**src/design/assert_macros.svh**
```systemverilog
// Assertion macros used by the top-level RTL file.
`ifndef ASSERT_MACROS_SVH
`define ASSERT_MACROS_SVH
`ifndef ASSERT_OFF
`define ASSERT_IMPLIES(lbl, clk, rstn, ante, cons) \
  lbl: assert property (@(posedge clk) disable iff (!rstn) (ante) |-> (cons)) \
    else $error("assertion failed");
`define ASSERT_NEXT(lbl, clk, ante, cons) \
  lbl: assert property (@(posedge clk) (ante) |=> (cons)) \
    else $error("assertion failed");
`else
`define ASSERT_IMPLIES(lbl, clk, rstn, ante, cons)
`define ASSERT_NEXT(lbl, clk, ante, cons)
`endif
`endif

```
**src/design/aarm_fifo.sv**
```systemverilog
// Small register FIFO used as the front queue and the result queue.
module aarm_fifo #(
  parameter int W     = 8,
  parameter int DEPTH = 4
) (
  input  logic         clk,
  input  logic         rst_n,
  input  logic         push,
  input  logic [W-1:0] wr_data,
  input  logic         pop,
  output logic [W-1:0] rd_data,
  output logic         full,
  output logic         empty
);
  localparam int AW = (DEPTH > 1) ? $clog2(DEPTH) : 1;

  logic [W-1:0] mem_r [DEPTH];
  logic [AW-1:0] wr_ptr_r, wr_ptr_nxt, rd_ptr_r, rd_ptr_nxt;
  logic [AW:0]   cnt_r, cnt_nxt;
  logic          do_push, do_pop;

  assign full    = (cnt_r == (AW+1)'(DEPTH));
  assign empty   = (cnt_r == '0);
  assign do_push = push && !full;
  assign do_pop  = pop && !empty;
  assign rd_data = mem_r[rd_ptr_r];

  always_comb begin
    wr_ptr_nxt = wr_ptr_r;
    rd_ptr_nxt = rd_ptr_r;
    cnt_nxt    = cnt_r;
    if (do_push) begin
      wr_ptr_nxt = (wr_ptr_r == AW'(DEPTH-1)) ? '0 : wr_ptr_r + 1'b1;
    end
    if (do_pop) begin
      rd_ptr_nxt = (rd_ptr_r == AW'(DEPTH-1)) ? '0 : rd_ptr_r + 1'b1;
    end
    if (do_push && !do_pop) begin
      cnt_nxt = cnt_r + 1'b1;
    end else if (do_pop && !do_push) begin
      cnt_nxt = cnt_r - 1'b1;
    end
  end

  always_ff @(posedge clk) begin
    if (!rst_n) begin
      wr_ptr_r <= '0;
      rd_ptr_r <= '0;
      cnt_r    <= '0;
    end else begin
      wr_ptr_r <= wr_ptr_nxt;
      rd_ptr_r <= rd_ptr_nxt;
      cnt_r    <= cnt_nxt;
    end
  end

  always_ff @(posedge clk) begin
    if (do_push) begin
      mem_r[wr_ptr_r] <= wr_data;
    end
  end
endmodule

```
**config.mk**
```make
export PLATFORM = sky130hd
export DESIGN_NAME = aarm_fifo
export DESIGN_NICKNAME = d
export VERILOG_FILES = /design/src/design/assert_macros.svh /design/src/design/aarm_fifo.sv
export SDC_FILE = /design/constraint.sdc
export NUM_CORES = 1
export LEC_CHECK = 0
export CAP_MARGIN = 10
export CORE_UTILIZATION = 30
export CTS_CLUSTER_SIZE = 12
export DETAILED_ROUTE_END_ITERATION = 7
export DONT_BUFFER_PORTS = 1
export GPL_ROUTABILITY_DRIVEN = 0
export SLEW_MARGIN = 20
export SYNTH_ARGS = -nofsm -noshare
export SYNTH_HDL_FRONTEND = slang
export SYNTH_SLANG_ARGS = --single-unit
```
**constraint.sdc**
```tcl
create_clock -name clk -period 2.2 [get_ports clk]
set_input_delay 0.22 -clock clk [delete_from_list [all_inputs] [get_ports clk]]
set_output_delay 0.22 -clock clk [all_outputs]
set_load 0.03 [all_outputs]
```
==> results of run 1 <==
## layer usage
layer | track usage | wire length [um]
met1 | 0.104 | 1050
met2 | 0.168 | 1250
met3 | 0.0595 | 211
met4 | 0.0370 | 29
met5 | 0 | 0
## kinds of logic after synthesis
logic type      after synthesis  synth area share
flops                        41             0.700
fa+ha+maj                     7            0.0583
mux                          11             0.129
compound gates                5            0.0184
simple gates                 20            0.0660
xor+xnor                      2            0.0107
buf+inv                       7            0.0176
## state kept, by name, indices dropped and copies added, names as in the netlist, named ones only
| name | count |
|---|---|
| rd_ptr_r | 2 |
| cnt_r | 3 |
| wr_ptr_r | 2 |
| mem_r | 32 |
## cell usage in the layout (no fill, tap or decap), types with 2 or more instances in the layout
cell / count
edfxtp_1: 32
mux4_2: 8
dfxtp_1: 7
nand2_1: 6
and2_1: 5
ha_1: 5
clkbuf_8: 5
dlygate4sd3_1: 5
buf_4: 4
inv_1: 3
mux2i_1: 3
o21ai_0: 3
nor2_1: 2
nand3_1: 2
bufinv_16: 2
dfxtp_2: 2
## through the flow
stage	total power, mW	cell area [um^2]	setup slack (ps)	hold WS (ps)
2_1_floorplan	1.54	1630	99.2	319
3_3_place_gp	1.64	1730	213	319
3_5_place_dp	1.66	1730	62.8	319
4_1_cts	2.38	1870	21.4	14.0
5_1_grt	2.51	1940	46.5	0.218
6_report	2.38	1940	163	26.0
## where the power goes
group	leakage, nW	switching [mW]	total, mW	internal [mW]
Clock	0.0687	0.254	0.711	0.456
Sequential	0.368	0.113	1.07	0.956
Combinational	0.222	0.342	0.597	0.255
## final cells by class
| type | instances | area, um^2 | share of cell area |
|---|---|---|---|
| flip-flops and latches | 41 | 1140 | 0.590 |
| well taps | 70 | 87.6 | 0.0452 |
| inverters | 3 | 11.3 | 0.00581 |
| multi-input cells | 45 | 479 | 0.247 |
| repair buffers | 9 | 80.1 | 0.0413 |
| clock buffers | 5 | 68.8 | 0.0355 |
| clock inverters | 3 | 68.8 | 0.0355 |
## path summary, 6_finish.rpt
path / from / endpoint / slack (ps) / cells past startpoint
hold reg to reg: wr_ptr_r[1] / wr_ptr_r[1] / 500 / 2
setup / recovery: cnt_r[2] / cnt_r[2] / 160 / 8
setup reg to reg: cnt_r[2] / cnt_r[2] / 160 / 8
hold / removal: wr_data[2] / mem_r[2][2] / 30 / 0
## cell usage after synthesis (all sizes together)
library cell  number
and2               5
fa                 1
xor2               1
or3                1
nand2              6
nor2               2
nor3               1
edfxtp            32
nor2b              2
o31ai              1
mux2i              3
a21boi             1
nand3              2
buf                3
ha                 6
o21ai              3
inv                3
mux4               8
xnor2              1
dfxtp              9
clkbuf             1
nor3b              1
## repair_timing
| action | in CTS | in global routing |
|---|---|---|
| resized for setup | 0 | 7 |
| hold buffers | 0 | 5 |
| endpoints found under the setup margin | 0 | 1 |
| endpoints found under the hold margin | 0 | 14 |
==> run summary, run 1 <==
non-filler cells, final - 176
Required @ worst endpoint - 2420 ps
Worst EP arrival - 2260 ps
yosys warns - 0
I/O pin total - 22
Slew Limit Fails - 0
final hold vios - 0
CP endpoint kind - flop
initial antenna violation count - 0
Startpoint Class - flop
period utilisation layout - 0.926
dpl cells - 163
Die X-Extent - 75.7 um
critical path buffer and inverter count - 1
Worst-path clk slew - 80 ps
setup bufs post-CTS - 0
CP delay by family, top - simple AND/OR/NAND/NOR gates
Leak - 0.659 nW
post-synth top area share - 0.589
fmax - 491 MHz
vias per cell - 4.52
I/O Buffers - 0
CP cell instances - nor3b_2 -> nor2b_2 -> ha_2 -> inv_1 -> fa_1 -> xor2_1 -> or3_1 -> a21boi_1
final setup vio count - 0
die height - 75.7 um
synthesis-stage register bit count - 41
# clock sinks - 41
Initial Util - 0.315
ANT nets after route - 0
Root Buffer - clkbuf_8
pin count of the biggest net entering global routing - 15
first-pass GRT wire length - 3910 um
ratio of cells with drive above 1 in the final layout - 0.245
clk buf depth - 2
Syn Nets - 112
number of buffers created by CTS - 5
cell taking the most area after synthesis - edfxtp_1
Final nets - 124
RSZ-0062 raised after global routing - false
max_cap viols - 0
Clock Latency Late Sink - 280 ps
slowest stage cell, crit path - fa_1
post-DR wirelength/cell - 14.5 um
synth top area cells - edfxtp_1 59%, dfxtp_1 11%, mux4_2 11%
fill count - 477
htree depth - 2
CTS tree - yes
Clock Skews - 2.31 ps
Netlist cell types - 23
cell area after synthesis - 1630 um^2
Peak VDD IR - 0.799 mV
Final Util - 0.375
GRT Total Usage - 0.100
vias in the first global route - 787
CORE AREA - 5170 um^2
Rows - 26
final worst path period need - 2040 ps
setup_tns - 0 ps
worst min path class - input port to flop
Initial DRT Pass Iterations - 4
number of diodes - 0
PwrDens - 1230 nW/um^2
Mapped Cells - 93
area of the die - 5730 um^2
Seq/Total Area, Yosys - 0.700
synthesis-to-layout area growth - 19.0%
slew margin rel. - 0.627
WL final - 2550 um
Synth Area per Inst - 17.5 um^2
routed via count - 796
gr ovfl total - 0
drt drc - 0
critical path class - flop to flop
Iteration-0 DRC Markers - 22
worst-path fanout max - 5
CP max stage delay - 380 ps
DPL Wire Length - 1750 um
status - complete, no violations
pin slew with the least headroom to its limit - 558 ps
(Power assumes the default switching activity.)
==> inputs of run 2 (changes only) <==
--- a/config.mk
+++ b/config.mk
@@ -11,7 +11,6 @@
 export DETAILED_ROUTE_END_ITERATION = 7
 export DONT_BUFFER_PORTS = 1
 export GPL_ROUTABILITY_DRIVEN = 0
-export SLEW_MARGIN = 20
 export SYNTH_ARGS = -nofsm -noshare
 export SYNTH_HDL_FRONTEND = slang
 export SYNTH_SLANG_ARGS = --single-unit
==> constraint.sdc (replaced) <==
create_clock -name clk -period 2.2 [get_ports clk]
set_input_delay 0.22 -clock clk [delete_from_list [all_inputs] [get_ports clk]]
set_output_delay 0.22 -clock clk [all_outputs]
set_load 0.05 [all_outputs]
==> run 2 against run 1 <==
Compared with the run above:
- via count decreased by 2.8%
- clock skew rose by 2.9 ps
- global-route usage is 0.20 points higher
- critical path depth did not move
- clock power shrank 37%
- critical endpoint unchanged
==> run summary, run 2 (same netlist as run 1, synthesis figures left out) <==
crit path from - cnt_r[2]
non-filler cells, final - 171 (-2.8%)
slew margin rel. - 0.721 (+0.0934)
cts hold-fix bufs - 0 (unchanged)
CORE AREA - 5170 um^2 (unchanged)
Clock Skews - 5.17 ps (+2.86 ps)
worst min path class - input port to flop
vias in the first global route - 816 (+3.7%)
commonest non-fill, non-tap cell in the layout - edfxtp_1
Initial DRT Pass Iterations - 4 (unchanged)
setup_tns - 0 ps (unchanged)
most frequent cells in the layout - 32 x edfxtp_1, 8 x mux4_2, 7 x dfxtp_1
gr ovfl total - 0 (unchanged)
PwrDens - 1220 nW/um^2 (-0.12%)
clk buf depth - 2 (unchanged)
htree depth - 2 (unchanged)
post-DR wirelength/cell - 15.0 um (+3.6%)
GRT Total Usage - 0.102 (+0.00200)
Peak VDD IR - 0.725 mV (-9.3%)
Startpoint Class - flop
Worst Setup EP - cnt_r[2]
die height - 75.7 um (unchanged)
I/O Buffers - 0 (unchanged)
DPL Wire Length - 1780 um (+1.6%)
Initial Util - 0.315 (unchanged)
CTS tree - yes
Final nets - 120 (-3.2%)
synthesis-to-layout area growth - 13.0%
pin slew with the least headroom to its limit - 418 ps (-140 ps)
RSZ-0062 raised after global routing - false
final setup vio count - 0 (unchanged)
Leak - 0.613 nW (-7.0%)
initial antenna violation count - 0 (unchanged)
pin count of the biggest net entering global routing - 13 (-2)
drt drc - 0 (unchanged)
critical path class - flop to flop
Slew Limit Fails - 0 (unchanged)
Root Buffer - clkbuf_8
# clock sinks - 41 (unchanged)
Die X-Extent - 75.7 um (unchanged)
fmax - 486 MHz (-0.96%)
CP endpoint kind - flop
area of the die - 5730 um^2 (unchanged)
dpl cells - 164 (+0.61%)
max reg flops - 32 (unchanged)
number of diodes - 0 (unchanged)
Worst-path clk slew - 70 ps (about the same)
max_cap viols - 0 (unchanged)
status - complete, no violations
worst-path fanout max - 5 (unchanged)
WL final - 2560 um (+0.63%)
number of buffers created by CTS - 5 (unchanged)
Clock Latency Late Sink - 280 ps (about the same)
first-pass GRT wire length - 3950 um (+1.0%)
Rows - 26 (unchanged)
final hold vios - 0 (unchanged)
period utilisation layout - 0.935 (+0.00900)
Most flops, register - mem_r
number of cells on the worst reg-to-reg path - 8 (unchanged)
final worst path period need - 2060 ps (+19.8 ps)
Critical R2R Launch - cnt_r[2]
r2r setup slk - 140 ps (-20 ps)
reg2reg end - cnt_r[2]
I/O pin total - 22 (unchanged)
Worst EP arrival - 2270 ps (about the same)
ratio of cells with drive above 1 in the final layout - 0.238 (-0.00766)
Top Registers - mem_r: 32 flops, cnt_r: 3 flops
vias per cell - 4.53 (about the same)
Iteration-0 DRC Markers - 25 (+14%)
routed via count - 774 (-2.8%)
Required @ worst endpoint - 2410 ps (about the same)
ANT nets after route - 0 (unchanged)
## run 2: cell types whose count changed in the layout (fill, tap and decap cells not counted), sizes merged
cell	before	now
clkinv	0	1
inv	4	3
buf	4	5
dlygate4sd3	5	0
bufinv	2	0
clkinvlp	0	1
## run 2: worst min-delay path by stage
stage                           from          end  slack [ps]  cells after the start
final                     wr_data[1]  mem_r[3][1]          30                      0
after global routing      wr_data[5]  mem_r[3][5]           8                      0
after CTS                 wr_data[3]  mem_r[3][3]          20                      0
after detailed placement  wr_data[4]  mem_r[2][4]         320                      0
after global placement    wr_data[0]  mem_r[0][0]         320                      0
after floorplan           wr_data[0]  mem_r[0][0]         320                      0
## run 2: worst max-delay path, cell delays in order (launching register included)
cell and delay (ps):
dfxtp_1 370, nor3b_4 180, nor2b_2 170, ha_1 210
inv_1 60, fa_1 370, xor2_1 160, or3_1 300
a21boi_0 160
## run 2: cell type report
cell class / count / area, um^2
fillers: 478 / 3330
flip-flops and latches: 41 / 1140
multi-input cells: 45 / 483
well taps: 70 / 87.6
clock buffers: 5 / 68.8
repair buffers: 5 / 37.5
clock inverters: 2 / 11.3
inverters: 3 / 11.3
## run 2: through the flow
step / total power, mW / instance area (um^2) / hold slack [ps] / setup slack, ps / util
after floorplan: 1.68 / 1640 / 319 / 47.9 / -
after global placement: 1.78 / 1740 / 319 / 211 / 0.337
after detailed placement: 1.82 / 1740 / 319 / 4.60 / 0.337
after CTS: 2.27 / 1830 / 18.9 / 25.1 / 0.354
after global routing: 2.38 / 1840 / 7.83 / 13.9 / 0.356
final: 2.26 / 1840 / 29.6 / 143 / 0.356
## run 2: report_power, final
part           leakage, nW  internal [mW]  switching, mW
logic                0.207          0.261          0.491
clock network       0.0377          0.213          0.233
registers            0.368          0.957          0.102
## run 2: metal layers
layer	up-vias	global-route usage	wire, um
li1	363	-	-
met1	374	0.111	995
met2	32	0.172	1270
met3	5	0.0489	270
met4	0	0.0432	24
met5	-	0	0
## run 2: what timing repair did
item                                    4_1_cts  5_1_grt
resized for setup                             1        4
setup buffers                                 0        0
gates cloned                                  0        0
endpoints found under the setup margin        1        1
