`src/design/assert_macros.svh`:
```
// Assertion macros used by the top-level RTL file.
`ifndef ASSERT_MACROS_SVH
`define ASSERT_MACROS_SVH
`ifndef ASSERT_OFF
`define ASSERT_IMPLIES(lbl, clk, rstn, ante, cons) \
  lbl: assert property (@(posedge clk) disable iff (!rstn) (ante) |-> (cons)) \
    else $error("assertion failed");
`define ASSERT_NEXT(lbl, clk, ante, cons) \
  lbl: assert property (@(posedge clk) (ante) |=> (cons)) \
    else $error("assertion failed");
`else
`define ASSERT_IMPLIES(lbl, clk, rstn, ante, cons)
`define ASSERT_NEXT(lbl, clk, ante, cons)
`endif
`endif

```
`src/design/aarm_pkg.sv`:
```
// Package with types, constants and the arctangent table of the rotation matrix block.
package aarm_pkg;

  localparam int CORDIC_STAGES_DEF = 16;
  localparam int FRAC_BITS_DEF     = 14;
  localparam int TABLE_LEN         = 24;
  localparam int WORK_BITS         = 30;
  localparam int XW                = 34;
  localparam int QUEUE_DEPTH       = 4;
  localparam int OUT_DEPTH         = 2;
  localparam logic signed [XW-1:0] GAIN_Q30 = 34'sd652032874;

  typedef struct packed {
    logic               flip;
    logic signed [31:0] z;
    logic signed [15:0] ax;
    logic signed [15:0] ay;
    logic signed [15:0] az;
  } front_item_t;

  typedef struct packed {
    logic               flip;
    logic signed [15:0] ax;
    logic signed [15:0] ay;
    logic signed [15:0] az;
  } pass_t;

  typedef struct packed {
    logic stall;
    logic busy;
  } back_st_t;

  function automatic logic [31:0] atan_turn(input int idx);
    logic [31:0] v;
    case (idx)
      0:  v = 32'h20000000;
      1:  v = 32'h12E4051E;
      2:  v = 32'h09FB385B;
      3:  v = 32'h051111D4;
      4:  v = 32'h028B0D43;
      5:  v = 32'h0145D7E1;
      6:  v = 32'h00A2F61E;
      7:  v = 32'h00517C55;
      8:  v = 32'h0028BE53;
      9:  v = 32'h00145F2F;
      10: v = 32'h000A2F98;
      11: v = 32'h000517CC;
      12: v = 32'h00028BE6;
      13: v = 32'h000145F3;
      14: v = 32'h0000A2F9;
      15: v = 32'h0000517C;
      16: v = 32'h000028BE;
      17: v = 32'h0000145F;
      18: v = 32'h00000A2F;
      19: v = 32'h00000517;
      20: v = 32'h0000028B;
      21: v = 32'h00000145;
      22: v = 32'h000000A2;
      23: v = 32'h00000051;
      default: v = 32'h00000000;
    endcase
    return v;
  endfunction

endpackage

```
`src/design/aarm_fifo.sv`:
```
// Small register FIFO used as the front queue and the result queue.
module aarm_fifo #(
  parameter int W     = 8,
  parameter int DEPTH = 4
) (
  input  logic         clk,
  input  logic         rst_n,
  input  logic         push,
  input  logic [W-1:0] wr_data,
  input  logic         pop,
  output logic [W-1:0] rd_data,
  output logic         full,
  output logic         empty
);
  localparam int AW = (DEPTH > 1) ? $clog2(DEPTH) : 1;

  logic [W-1:0] mem_r [DEPTH];
  logic [AW-1:0] wr_ptr_r, wr_ptr_nxt, rd_ptr_r, rd_ptr_nxt;
  logic [AW:0]   cnt_r, cnt_nxt;
  logic          do_push, do_pop;

  assign full    = (cnt_r == (AW+1)'(DEPTH));
  assign empty   = (cnt_r == '0);
  assign do_push = push && !full;
  assign do_pop  = pop && !empty;
  assign rd_data = mem_r[rd_ptr_r];

  always_comb begin
    wr_ptr_nxt = wr_ptr_r;
    rd_ptr_nxt = rd_ptr_r;
    cnt_nxt    = cnt_r;
    if (do_push) begin
      wr_ptr_nxt = (wr_ptr_r == AW'(DEPTH-1)) ? '0 : wr_ptr_r + 1'b1;
    end
    if (do_pop) begin
      rd_ptr_nxt = (rd_ptr_r == AW'(DEPTH-1)) ? '0 : rd_ptr_r + 1'b1;
    end
    if (do_push && !do_pop) begin
      cnt_nxt = cnt_r + 1'b1;
    end else if (do_pop && !do_push) begin
      cnt_nxt = cnt_r - 1'b1;
    end
  end

  always_ff @(posedge clk) begin
    if (!rst_n) begin
      wr_ptr_r <= '0;
      rd_ptr_r <= '0;
      cnt_r    <= '0;
    end else begin
      wr_ptr_r <= wr_ptr_nxt;
      rd_ptr_r <= rd_ptr_nxt;
      cnt_r    <= cnt_nxt;
    end
  end

  always_ff @(posedge clk) begin
    if (do_push) begin
      mem_r[wr_ptr_r] <= wr_data;
    end
  end
endmodule

```
`src/design/aarm_front.sv`:
```
// Front end: accepts items, folds the angle into the right half turn and queues them.
module aarm_front (
  input  logic                 clk,
  input  logic                 rst_n,
  input  logic                 in_push,
  output logic                 in_full,
  input  logic [15:0]          in_angle,
  input  logic signed [15:0]   in_axis_x,
  input  logic signed [15:0]   in_axis_y,
  input  logic signed [15:0]   in_axis_z,
  input  logic                 q_pop,
  output aarm_pkg::front_item_t q_item,
  output logic                 q_empty
);
  aarm_pkg::front_item_t item;
  logic                  flip;

  // Second and third quarter turns get a half turn added, which toggles the top bit.
  assign flip      = in_angle[15] ^ in_angle[14];
  assign item.flip = flip;
  assign item.z    = signed'({in_angle[15] ^ flip, in_angle[14:0], 16'h0000});
  assign item.ax   = in_axis_x;
  assign item.ay   = in_axis_y;
  assign item.az   = in_axis_z;

  aarm_fifo #(
    .W     ($bits(aarm_pkg::front_item_t)),
    .DEPTH (aarm_pkg::QUEUE_DEPTH)
  ) u_queue (
    .clk     (clk),
    .rst_n   (rst_n),
    .push    (in_push),
    .wr_data (item),
    .pop     (q_pop),
    .rd_data (q_item),
    .full    (in_full),
    .empty   (q_empty)
  );
endmodule

```
`config.mk`:
```
export PLATFORM = sky130hd
export DESIGN_NAME = aarm_front
export DESIGN_NICKNAME = d
export VERILOG_FILES = /design/src/design/assert_macros.svh /design/src/design/aarm_pkg.sv /design/src/design/aarm_fifo.sv /design/src/design/aarm_front.sv
export SDC_FILE = /design/constraint.sdc
export NUM_CORES = 1
export LEC_CHECK = 0
export BUFFER_PORTS_ARGS = -buffer_cell sky130_fd_sc_hd__buf_2
export CAP_MARGIN = 40
export CORE_MARGIN = 8
export CORE_UTILIZATION = 56
export DETAILED_ROUTE_END_ITERATION = 7
export HOLD_SLACK_MARGIN = 0.03
export PLACE_DENSITY = 0.84
export SLEW_MARGIN = 25
export SYNTH_ARGS = -nofsm -noshare
export SYNTH_HDL_FRONTEND = slang
export SYNTH_SLANG_ARGS = --single-unit
```
`constraint.sdc`:
```
create_clock -name clk -period 3.7 [get_ports clk]
set_clock_uncertainty 0.05 [all_clocks]
set_input_delay 0.37 -clock clk [delete_from_list [all_inputs] [get_ports clk]]
set_output_delay 0.37 -clock clk [all_outputs]
set_load 0.005 [all_outputs]
```
==> summary.txt, run 1 <==
Route
  – Antenna-violating nets left: 0
  – Iteration count of the initial detailed-routing pass: 6
  – Detail-routed via count per cell: ~5.5
  – DRC violation count after routing: 0
  – Wirelength, routed: approximately 19000 µm
  – Total vias in the final route: approximately 4.8k
  – Iteration-0 DRC Markers: ~260
  – Routed len/inst: ~22 µm

Timing
  – Slew of the pin with the lowest slew margin: between 600 and 700 ps
  – Post-route worst hold slack: approximately 56 ps
  – Total Negative Setup Slacks: 0 ps
  – Setup-failing EPs final: 0
  – Endpoints failing hold: 0
  – RSZ-0062 raised after global routing: false
  – Time the worst path needs with I/O delays and setup: about 2800 ps
  – Rel. slew slack: 0.534
  – Share of the clock period used by the worst path: 0.747
  – Max Freq: between 0.3 and 0.4 GHz
  – Final max-slew violation count: 0

CTS
  – Post-CTS Setup Repair Bufs: 0
  – Clock Path Buffers: 3
  – Clock tree from TritonCTS: built
  – TritonCTS Buffers: 27
  – H-tree levels: 1
  – Clock transition at path regs: approximately 60 ps
  – Clock Latency Late Sink: around 510 ps
  – Sink Count: approximately 270
  – Clock tree root driver cell: sky130_fd_sc_hd__clkbuf_16

Placed design
  – Standard cell area after detailed placement: approximately 11000 µm²
  – Count of input and output buffers: ~130
  – Final weighted congestion in routability-driven placement: just under 0.7
  – DPL Wire Length: approximately 11000 µm

Yosys
  – Cell type with the largest total area after synthesis: sky130_fd_sc_hd__edfxtp_1
  – Seq/Total Area, Yosys: 0.796
  – Post-synthesis cell type count: 26
  – Post-Syn Area per Cell: between 20 and 25 µm²
  – Seq cells post-synth: between 200 and 300
  – Most frequently used flop master after synthesis: sky130_fd_sc_hd__edfxtp_1
  – Synthesized cell area: about 10000 µm²
  – Count of mapped cells out of synthesis: around 410
  – Proportion of register bits with asynchronous set or reset after synthesis: 0
  – Count of yosys warnings during synthesis: 0
  – Synth area leaders: sky130_fd_sc_hd__edfxtp_1 (78%), sky130_fd_sc_hd__mux4_2 (15%), sky130_fd_sc_hd__dfxtp_1 (1.8%)
  – Number of synthesized flops with an enable pin: 260
  – Yosys top cell area share: 0.778

Finish
  – Highest-count cells in the layout ignoring fill and taps: sky130_fd_sc_hd__edfxtp_1 (260), sky130_fd_sc_hd__buf_2 (134), sky130_fd_sc_hd__mux4_2 (65)
  – Area of all sequential standard cells: 8000 µm²
  – Core Util, Final: 0.693
  – Area of the multi-input gates: ~1800 µm²
  – Number of nets at the end of the flow: 694
  – Most common library cell in the layout ignoring fill and taps: sky130_fd_sc_hd__edfxtp_1
  – Filler Cell Count: approximately 1.1k
  – Antenna cells: 0
  – Fraction of final layout cells sized beyond drive strength 1: 0.391
  – Growth of design area from synthesis to finish: 22.8%
  – Post-route design area: approximately 12000 µm²

Power and ir drop
  – Worst supply voltage drop on vdd: 0.000484 V
  – Cell area power density: between 600 and 700 nW/µm²
  – Power after layout: approximately 8.0 mW
  – Static leakage: 4.23 nW

Setup path
  – Worst-path cell with the longest stage delay: sky130_fd_sc_hd__dfxtp_1
  – Sequence of cells on the critical path: nor3b_1, nor2b_1, ha_1, inv_1, fa_1, xor2_1, or3_1, a21boi_0
  – Largest stage delay on the critical path: between 400 and 500 ps
  – Worst Path Arrival: 3120 ps
  – Kind of critical path: flip-flop to flip-flop
  – Category of the worst setup path capture point: flip-flop
  – Data required time at the worst endpoint: ~4000 ps
  – Delay-heaviest family, CP: simple AND/OR/NAND/NOR gates
  – Worst Setup Start Kind: flip-flop
  – Biggest fanout along the worst timing path: 7
  – Count of buffering cells on the critical path with inverters included: 1

Hold path
  – Hold crit path type: input port to flip-flop

GRT
  – Remaining global-route overflow: 0
  – Number of global-route vias before repair: roughly 5.4k
  – Antenna violations before repair: 0
  – Largest net degree at the start of global routing: 47
  – Total GRT Usage: 0.171
  – Wire length of the first global-routing pass: approximately 30000 µm

Status
  – Result of the run: complete, no violations

Floorplan
  – Row Count: around 50
  – Area of the die: between 20000 and 25000 µm²
  – Chip width: roughly 150 µm
  – Die Ht: ~150 µm
  – Num ports: between 150 and 200
  – Starting density of the core: 0.564
  – Placeable core area: around 18000 µm²

Job
  – Max-cap violations: 0
==> Yosys cell counts (2+ instances only) <==
cell,n
sky130_fd_sc_hd__and2_1,5
sky130_fd_sc_hd__buf_12,5
sky130_fd_sc_hd__buf_2,7
sky130_fd_sc_hd__buf_4,17
sky130_fd_sc_hd__clkbuf_1,3
sky130_fd_sc_hd__dfxtp_1,9
sky130_fd_sc_hd__edfxtp_1,260
sky130_fd_sc_hd__ha_1,6
sky130_fd_sc_hd__inv_1,3
sky130_fd_sc_hd__mux2i_1,3
sky130_fd_sc_hd__mux4_2,65
sky130_fd_sc_hd__nand2_1,6
sky130_fd_sc_hd__nand3_1,2
sky130_fd_sc_hd__nor2_1,2
sky130_fd_sc_hd__nor2b_1,2
sky130_fd_sc_hd__o21ai_0,3
sky130_fd_sc_hd__xor2_1,2
==> worst paths after layout <==
path | start | endpoint | slack [ps] | cells past startpoint
hold reg to reg | u_queue.wr_ptr_r[1] | u_queue.wr_ptr_r[1] | 470 | 2
setup reg to reg | u_queue.cnt_r[0] | u_queue.cnt_r[2] | 930 | 8
hold / removal | in_axis_y[13] | u_queue.mem_r[2][29] | 60 | 1
setup / recovery | u_queue.cnt_r[0] | u_queue.cnt_r[2] | 930 | 8
==> cell families after synthesis <==
family,Yosys count,synth area share
muxes,68,0.149
AOI/OAI and AO/OA,5,0.00299
buffers and inverters,36,0.0295
DFF,269,0.796
xor gates and xnor gates,3,0.00262
other,1,0.000374
adders and majority gates,7,0.00948
and+or+nand+nor,20,0.0102
==> power breakdown <==
part	switching (mW)	leakage, nW	internal [mW]	total [mW]
clock network	1.05	0.401	1.42	2.47
registers	0.167	2.46	3.71	3.88
logic	0.769	1.37	0.880	1.65
total	1.99	4.23	6.02	8.01
==> area by class of cell <==
type                    instances  area share
clock inverters                13     0.00833
flip-flops and latches        269       0.649
clock buffers                  36      0.0576
well taps                     229      0.0233
multi-input cells             119       0.148
repair buffers                199       0.113
inverters                       3    0.000914
==> routing by layer <==
metal / vias up / GRT usage / part of all wire
met2: 164 / 0.310 / 0.53
met5: - / 0 / 0
li1: 2097 / - / -
met3: 34 / 0.0321 / 0.061
met1: 2498 / 0.204 / 0.39
met4: 0 / 0.0500 / 0.019
==> worst reg2reg max path, delay by kind of cell, from the launching register on <==
kind                     cells  cell delay [ps]
buffers and inverters        1               80
adder cells (fa/ha/maj)      2              740
AND/OR/NAND/NOR              3              870
AO/OA/AOI/OAI                1              260
XOR/XNOR                     1              200
flip-flops                   1              460
==> sequential cells by signal, summed over array words and instances, names as in the netlist, named ones only <==
register	count
u_queue.rd_ptr_r	2
u_queue.mem_r	260
u_queue.wr_ptr_r	2
u_queue.cnt_r	3
==> through the flow <==
| stage | instances | setup slack, ps |
|---|---|---|
| 2_1_floorplan | 424 | 907 |
| 3_3_place_gp | 755 | 1320 |
| 3_5_place_dp | 760 | 999 |
| 4_1_cts | 868 | 865 |
| 5_1_grt | 868 | 782 |
| 6_report | 868 | 935 |
==> timing repair <==
item                                   in CTS  in global routing
endpoints found under the hold margin     233                  0
resized for setup                           0                  0
hold buffers                               59                  0
Note: power is estimated with default switching activity, not from simulation.
==> run 2, diff against run 1 <==
--- a/config.mk
+++ b/config.mk
@@ -8,10 +8,10 @@
 export BUFFER_PORTS_ARGS = -buffer_cell sky130_fd_sc_hd__buf_2
 export CAP_MARGIN = 40
 export CORE_MARGIN = 8
-export CORE_UTILIZATION = 56
+export CORE_UTILIZATION = 51
 export DETAILED_ROUTE_END_ITERATION = 7
 export HOLD_SLACK_MARGIN = 0.03
-export PLACE_DENSITY = 0.84
+export PLACE_DENSITY = 0.8
 export SLEW_MARGIN = 25
 export SYNTH_ARGS = -nofsm -noshare
 export SYNTH_HDL_FRONTEND = slang
==> constraint.sdc (replaced) <==
create_clock -name clk -period 2.5 [get_ports clk]
set_clock_uncertainty 0.05 [all_clocks]
set_input_delay 0.25 -clock clk [delete_from_list [all_inputs] [get_ports clk]]
set_output_delay 0.25 -clock clk [all_outputs]
set_load 0.005 [all_outputs]
==> summary.txt, run 2 (synthesis gave the netlist of run 1 again) <==
Timing
  – Post-route worst hold slack: 72.6 ps (was 55.8 ps)
  – Setup-failing EPs final: 0 (unchanged)
  – RSZ-0062 raised after global routing: false (unchanged)
  – Total Negative Setup Slacks: 0 ps (unchanged)
  – Endpoints failing hold: 0 (unchanged)
  – Time the worst path needs with I/O delays and setup: 2320 ps (was 2770 ps)
  – Max Freq: 0.431 GHz (was 0.362 GHz)
  – Share of the clock period used by the worst path: 0.928 (was 0.747)
  – Final max-slew violation count: 0 (unchanged)

Hold path
  – Worst hold path stage count: 2 (was 1)
  – Hold crit path type: input port to flip-flop (unchanged)
  – Worst Min Path Start: in_angle[15] (was in_axis_y[13])

Power and ir drop
  – Int Power: 9.64 mW (was 6.02 mW)
  – Switching power summed over all nets: 2.94 mW (was 1.99 mW)
  – Sequential cell fraction of total power: 0.454 (was 0.485)
  – Cell area power density: 990 nW/µm² (was 650 nW/µm²)
  – Worst supply voltage drop on vdd: 0.000608 V (was 0.000484 V)
  – Net Sw Frac: 0.234 (was 0.249)
  – Clock network fraction of total power: 0.338 (was 0.309)
  – Static leakage: 4.40 nW (was 4.23 nW)
  – Part of the total power dissipated in combinational logic: 0.208 (was 0.206)

CTS
  – Clock tree root driver cell: sky130_fd_sc_hd__clkbuf_16 (unchanged)
  – Cells resized by post-CTS repair: 0 (unchanged)
  – TritonCTS Buffers: 27 (unchanged)
  – Clock Latency Late Sink: 510 ps (about the same)
  – Clock tree from TritonCTS: built (unchanged)
  – H-tree levels: 1 (unchanged)
  – Clock Path Buffers: 3 (unchanged)
  – Clock transition at path regs: 60 ps (about the same)
  – Sink Count: 269 (unchanged)

Route
  – Antenna-violating nets left: 0 (unchanged)
  – Routed len/inst: 20.3 µm (was 22.0 µm)
  – Iteration-0 DRC Markers: 265 (was 259)
  – Total vias in the final route: 4851 (was 4793)
  – DRC violation count after routing: 0 (unchanged)
  – Detail-routed via count per cell: 5.24 (was 5.52)
  – Wirelength, routed: 18800 µm (was 19100 µm)
  – Iteration count of the initial detailed-routing pass: 4 (was 6)

Setup path
  – Worst Setup Start Kind: flip-flop (unchanged)
  – Worst Path Arrival: 2700 ps (was 3120 ps)
  – Launch point of the worst reg-to-reg path: u_queue.cnt_r[0] (unchanged)
  – Largest stage delay on the critical path: 450 ps (was 460 ps)
  – Worst-path cell with the longest stage delay: sky130_fd_sc_hd__dfxtp_1 (unchanged)
  – Category of the worst setup path capture point: flip-flop (unchanged)
  – Worst r2r path cells: 8 (unchanged)
  – Biggest fanout along the worst timing path: 5 (was 7)
  – Sequence of cells on the critical path: nor3b_1, nor2b_1, ha_1, inv_1, fa_1, xor2_1, or3_1, a21boi_0 (unchanged)
  – Start point of the critical path: u_queue.cnt_r[0] (unchanged)
  – Data required time at the worst endpoint: 2880 ps (was 4060 ps)
  – Kind of critical path: flip-flop to flip-flop (unchanged)

Status
  – Result of the run: complete, no violations (unchanged)

Placed design
  – Final weighted congestion in routability-driven placement: 0.695 (was 0.692)
  – Count of input and output buffers: 134 (unchanged)
  – DPL Wire Length: 11600 µm (was 11300 µm)

Finish
  – Number of nets at the end of the flow: 716 (was 694)
  – Growth of design area from synthesis to finish: 26.5% (was 22.8%)
  – Largest regs: u_queue.mem_r: 260 flops, u_queue.cnt_r: 3 flops (unchanged)
  – Most common library cell in the layout ignoring fill and taps: sky130_fd_sc_hd__edfxtp_1 (unchanged)
  – Max reg flops: 260 (unchanged)
  – Antenna cells: 0 (unchanged)
  – Highest-count cells in the layout ignoring fill and taps: sky130_fd_sc_hd__edfxtp_1 (260), sky130_fd_sc_hd__buf_2 (134), sky130_fd_sc_hd__mux4_2 (65) (unchanged)
  – Register ranked first by flip-flop count: u_queue.mem_r (unchanged)
  – Fraction of final layout cells sized beyond drive strength 1: 0.405 (was 0.391)

Floorplan
  – Die Ht: 156 µm (was 150 µm)
  – Num ports: 151 (unchanged)
  – Placeable core area: 19400 µm² (was 17800 µm²)
  – Chip width: 156 µm (was 150 µm)
  – Row Count: 51 (was 49)
  – Starting density of the core: 0.517 (was 0.564)
  – Area of the die: 24400 µm² (was 22500 µm²)

GRT
  – Largest net degree at the start of global routing: 41 (was 47)
  – Number of global-route vias before repair: 5311 (was 5409)
  – Wire length of the first global-routing pass: 29100 µm (was 29500 µm)
  – Total GRT Usage: 0.154 (was 0.171)
  – Antenna violations before repair: 1 (was 0)
  – Remaining global-route overflow: 0 (unchanged)

Job
  – Max-cap violations: 0 (unchanged)
-- run 2: cell count changes in the layout (fill, tap and decap cells not counted), sizes merged --
cell         change
bufinv           +6
buf             +17
clkinv           -2
dlygate4sd3      +5
clkbuf           -5
clkinvlp         +1
-- run 2: per-stage QoR --
stage          power (mW)  worst slack, ps   util  cell area (µm²)  std cells
3_3_place_gp         8.22              384  0.569            11000        804
6_report             12.6              180  0.655            12700        926
2_1_floorplan        7.34              287      -            10100        424
3_5_place_dp         8.32              187  0.569            11000        804
5_1_grt              13.1             39.3  0.655            12700        926
4_1_cts              12.7             12.4  0.651            12600        917
-- run 2: layout make-up --
class,instances,area (µm²)
clock buffer,31,691
clock inverter,18,268
fill,1268,6700
inverter,3,11.3
multi-input combinational,119,1820
sequential,269,8000
tap,265,332
timing repair buffer,221,1580
-- run 2: final timing paths --
| path | end | slack [ps] |
|---|---|---|
| setup / recovery | u_queue.cnt_r[2] | 180 |
| hold / removal | u_queue.mem_r[2][64] | 70 |
| setup reg to reg | u_queue.cnt_r[2] | 180 |
| hold reg to reg | u_queue.wr_ptr_r[0] | 470 |
-- run 2: power by group through the flow --
stage / logic [mW] / clock network [mW] / registers [mW]
6_report: 2.62 / 4.25 / 5.70
5_1_grt: 2.85 / 4.51 / 5.75
4_1_cts: 2.57 / 4.34 / 5.76
3_5_place_dp: 2.47 / 0 / 5.85
3_3_place_gp: 2.42 / 0 / 5.80
2_1_floorplan: 1.66 / 0 / 5.68
-- run 2: worst max-delay path: cells and delay by family (launching register included) --
| kind | cells | cell delay (ps) |
|---|---|---|
| AND/OR/NAND/NOR | 3 | 640 |
| flip-flops | 1 | 450 |
| buffers and inverters | 1 | 80 |
| adder cells (fa/ha/maj) | 2 | 660 |
| AO/OA/AOI/OAI | 1 | 180 |
| XOR/XNOR | 1 | 180 |
-- run 2: repair_timing --
action,4_1_cts,5_1_grt
endpoints found under the setup margin,0,15
endpoints found under the hold margin,260,0
buffers inserted,0,9
hold buffers,64,0
-- run 2: per-layer routing --
metal | vias up | share of wire | global-route usage
met5 | - | 0.00069 | 0
li1 | 2150 | - | -
met4 | 2 | 0.016 | 0.0375
met1 | 2524 | 0.39 | 0.189
met3 | 27 | 0.066 | 0.0400
met2 | 148 | 0.52 | 0.269
==> run 3, diff against run 2 <==
--- a/config.mk
+++ b/config.mk
@@ -11,6 +11,7 @@
 export CORE_UTILIZATION = 51
 export DETAILED_ROUTE_END_ITERATION = 7
 export HOLD_SLACK_MARGIN = 0.03
+export MAX_ROUTING_LAYER = met4
 export PLACE_DENSITY = 0.8
 export SLEW_MARGIN = 25
 export SYNTH_ARGS = -nofsm -noshare
==> summary.txt, run 3 (synthesis gave the netlist of run 1 again) <==
Finish
  – Growth of design area from synthesis to finish: 26.6% (was 26.5%)
  – Area of the multi-input gates: 1820 µm² (unchanged)
  – Register ranked first by flip-flop count: u_queue.mem_r (unchanged)
  – Most common library cell in the layout ignoring fill and taps: sky130_fd_sc_hd__edfxtp_1 (unchanged)
  – Highest-count cells in the layout ignoring fill and taps: sky130_fd_sc_hd__edfxtp_1 (260), sky130_fd_sc_hd__buf_2 (134), sky130_fd_sc_hd__mux4_2 (65) (unchanged)
  – Fraction of final layout cells sized beyond drive strength 1: 0.405 (unchanged)
  – Number of nets at the end of the flow: 716 (unchanged)
  – Area of all sequential standard cells: 8000 µm² (unchanged)
  – Max reg flops: 260 (unchanged)
  – Number of cells in the finished layout apart from fillers: 927 (was 926)
  – Largest regs: u_queue.mem_r: 260 flops, u_queue.cnt_r: 3 flops (unchanged)
  – Filler Cell Count: 1267 (was 1268)

Floorplan
  – Die Ht: 156 µm (unchanged)
  – Num ports: 151 (unchanged)
  – Chip width: 156 µm (unchanged)
  – Placeable core area: 19400 µm² (unchanged)
  – Area of the die: 24400 µm² (unchanged)
  – Row Count: 51 (unchanged)
  – Starting density of the core: 0.517 (unchanged)

Placed design
  – Count of input and output buffers: 134 (unchanged)
  – Final weighted congestion in routability-driven placement: 0.702 (was 0.695)
  – DPL Wire Length: 11600 µm (unchanged)
  – Placed insts: 804 (unchanged)

Hold path
  – End point of the most critical hold path: u_queue.mem_r[2][64] (unchanged)
  – Hold crit path type: input port to flip-flop (unchanged)
  – Worst hold path stage count: 2 (unchanged)
  – Worst Min Path Start: in_angle[15] (unchanged)

CTS
  – Clock Latency Late Sink: 510 ps (about the same)
  – Clock transition at path regs: 60 ps (about the same)
  – TritonCTS Buffers: 27 (unchanged)
  – H-tree levels: 1 (unchanged)
  – Clock Path Buffers: 3 (unchanged)
  – Sink Count: 269 (unchanged)
  – Clock tree root driver cell: sky130_fd_sc_hd__clkbuf_16 (unchanged)
  – Clock tree from TritonCTS: built (unchanged)

Timing
  – Post-route worst hold slack: 69.3 ps (was 72.6 ps)
  – RSZ-0062 raised after global routing: false (unchanged)
  – Endpoints failing hold: 0 (unchanged)
  – Share of the clock period used by the worst path: 0.925 (was 0.928)
  – Time the worst path needs with I/O delays and setup: 2310 ps (was 2320 ps)
  – Final max-slew violation count: 0 (unchanged)
  – Max Freq: 0.432 GHz (was 0.431 GHz)
  – Setup-failing EPs final: 0 (unchanged)
  – Total Negative Setup Slacks: 0 ps (unchanged)

Status
  – Result of the run: complete, no violations (unchanged)

Setup path
  – Worst Path Arrival: 2700 ps (about the same)
  – Endpoint of the worst register-to-register path: u_queue.cnt_r[2] (unchanged)
  – Sequence of cells on the critical path: nor3b_1, nor2b_1, ha_1, inv_1, fa_1, xor2_1, or3_1, a21boi_0 (unchanged)
  – Register-to-register path setup slack: 190 ps (was 180 ps)
  – Launch point of the worst reg-to-reg path: u_queue.cnt_r[0] (unchanged)
  – Category of the worst setup path capture point: flip-flop (unchanged)
  – Largest stage delay on the critical path: 450 ps (about the same)
  – Data required time at the worst endpoint: 2880 ps (about the same)
  – Worst r2r path cells: 8 (unchanged)
  – Worst-path cell with the longest stage delay: sky130_fd_sc_hd__dfxtp_1 (unchanged)
  – Kind of critical path: flip-flop to flip-flop (unchanged)
  – Worst Setup Start Kind: flip-flop (unchanged)
  – Biggest fanout along the worst timing path: 5 (unchanged)

Power and ir drop
  – Worst supply voltage drop on vdd: 0.000607 V (was 0.000608 V)
  – Static leakage: 4.40 nW (about the same)
  – Net Sw Frac: 0.234 (about the same)
  – Cell area power density: 990 nW/µm² (about the same)
  – Sequential cell fraction of total power: 0.453 (was 0.454)
  – Switching power summed over all nets: 2.94 mW (about the same)
  – Part of the total power dissipated in combinational logic: 0.208 (about the same)
  – Clock network fraction of total power: 0.339 (was 0.338)
  – Power after layout: 12.6 mW (about the same)
  – Int Power: 9.64 mW (about the same)

Route
  – Antenna-violating nets left: 0 (unchanged)
  – Iteration-0 DRC Markers: 266 (was 265)
  – Detail-routed via count per cell: 5.22 (was 5.24)
  – Total vias in the final route: 4841 (was 4851)
  – Wirelength, routed: 18900 µm (was 18800 µm)
  – Iteration count of the initial detailed-routing pass: 4 (unchanged)
  – DRC violation count after routing: 0 (unchanged)
  – Routed len/inst: 20.3 µm (about the same)

GRT
  – Total GRT Usage: 0.159 (was 0.154)
  – Remaining global-route overflow: 0 (unchanged)
  – Wire length of the first global-routing pass: 29100 µm (about the same)
  – Number of global-route vias before repair: 5314 (was 5311)
  – Largest net degree at the start of global routing: 41 (unchanged)
  – Antenna violations before repair: 1 (unchanged)

Job
  – Max-cap violations: 0 (unchanged)
## run 3: cell count changes in the layout (fill, tap and decap cells not counted), sizes merged
cell / before / now
diode: 0 / 1
## run 3: power groups by stage
stage	sequential, mW	clock [mW]	combinational (mW)
after floorplan	5.68	0	1.66
after global placement	5.80	0	2.42
after detailed placement	5.85	0	2.47
after CTS	5.76	4.34	2.57
after global routing	5.75	4.52	2.85
final	5.70	4.26	2.61
## run 3: layout make-up
type / count / share of cell area
antenna: 1 / 0.000197
clock inverter: 18 / 0.0211
inverter: 3 / 0.000887
sequential: 269 / 0.629
clock buffer: 31 / 0.0544
multi-input combinational: 119 / 0.143
tap: 265 / 0.0261
timing repair buffer: 221 / 0.125
## run 3: critical path, delay by kind of cell, from the launching register on
kind | cells | cell delay [ps]
simple gates | 3 | 640
buf+inv | 1 | 80
flops | 1 | 450
compound gates | 1 | 180
fa+ha+maj | 2 | 660
xor+xnor | 1 | 180
## run 3: timing repair
item,4_1_cts,5_1_grt
setup endpoints to repair,0,15
hold buffers,64,0
gates resized for setup,0,0
setup buffers,0,9
hold endpoints to repair,260,0
## run 3: how the worst max path moves through the flow
stage	from	to	slack [ps]
2_1_floorplan	u_queue.cnt_r[0]	u_queue.cnt_r[2]	290
3_3_place_gp	u_queue.cnt_r[0]	u_queue.cnt_r[2]	380
3_5_place_dp	u_queue.cnt_r[0]	u_queue.cnt_r[2]	190
4_1_cts	flip-flop	q_item[3]	10
5_1_grt	u_queue.cnt_r[0]	u_queue.cnt_r[2]	40
6_report	u_queue.cnt_r[0]	u_queue.cnt_r[2]	190
## run 3: stage by stage
step,instance area (µm²),utilization,setup slack [ps]
2_1_floorplan,10100,-,287
3_3_place_gp,11000,0.569,384
6_report,12700,0.655,188
4_1_cts,12600,0.651,12.4
5_1_grt,12700,0.655,39.3
3_5_place_dp,11000,0.569,187
## run 3: metal layers
layer	wire [µm]	GRT usage	part of all wire
met1	7540	0.192	0.40
met2	9800	0.268	0.52
met3	1210	0.0367	0.064
met4	299	0.0375	0.016
met5	0	-	0
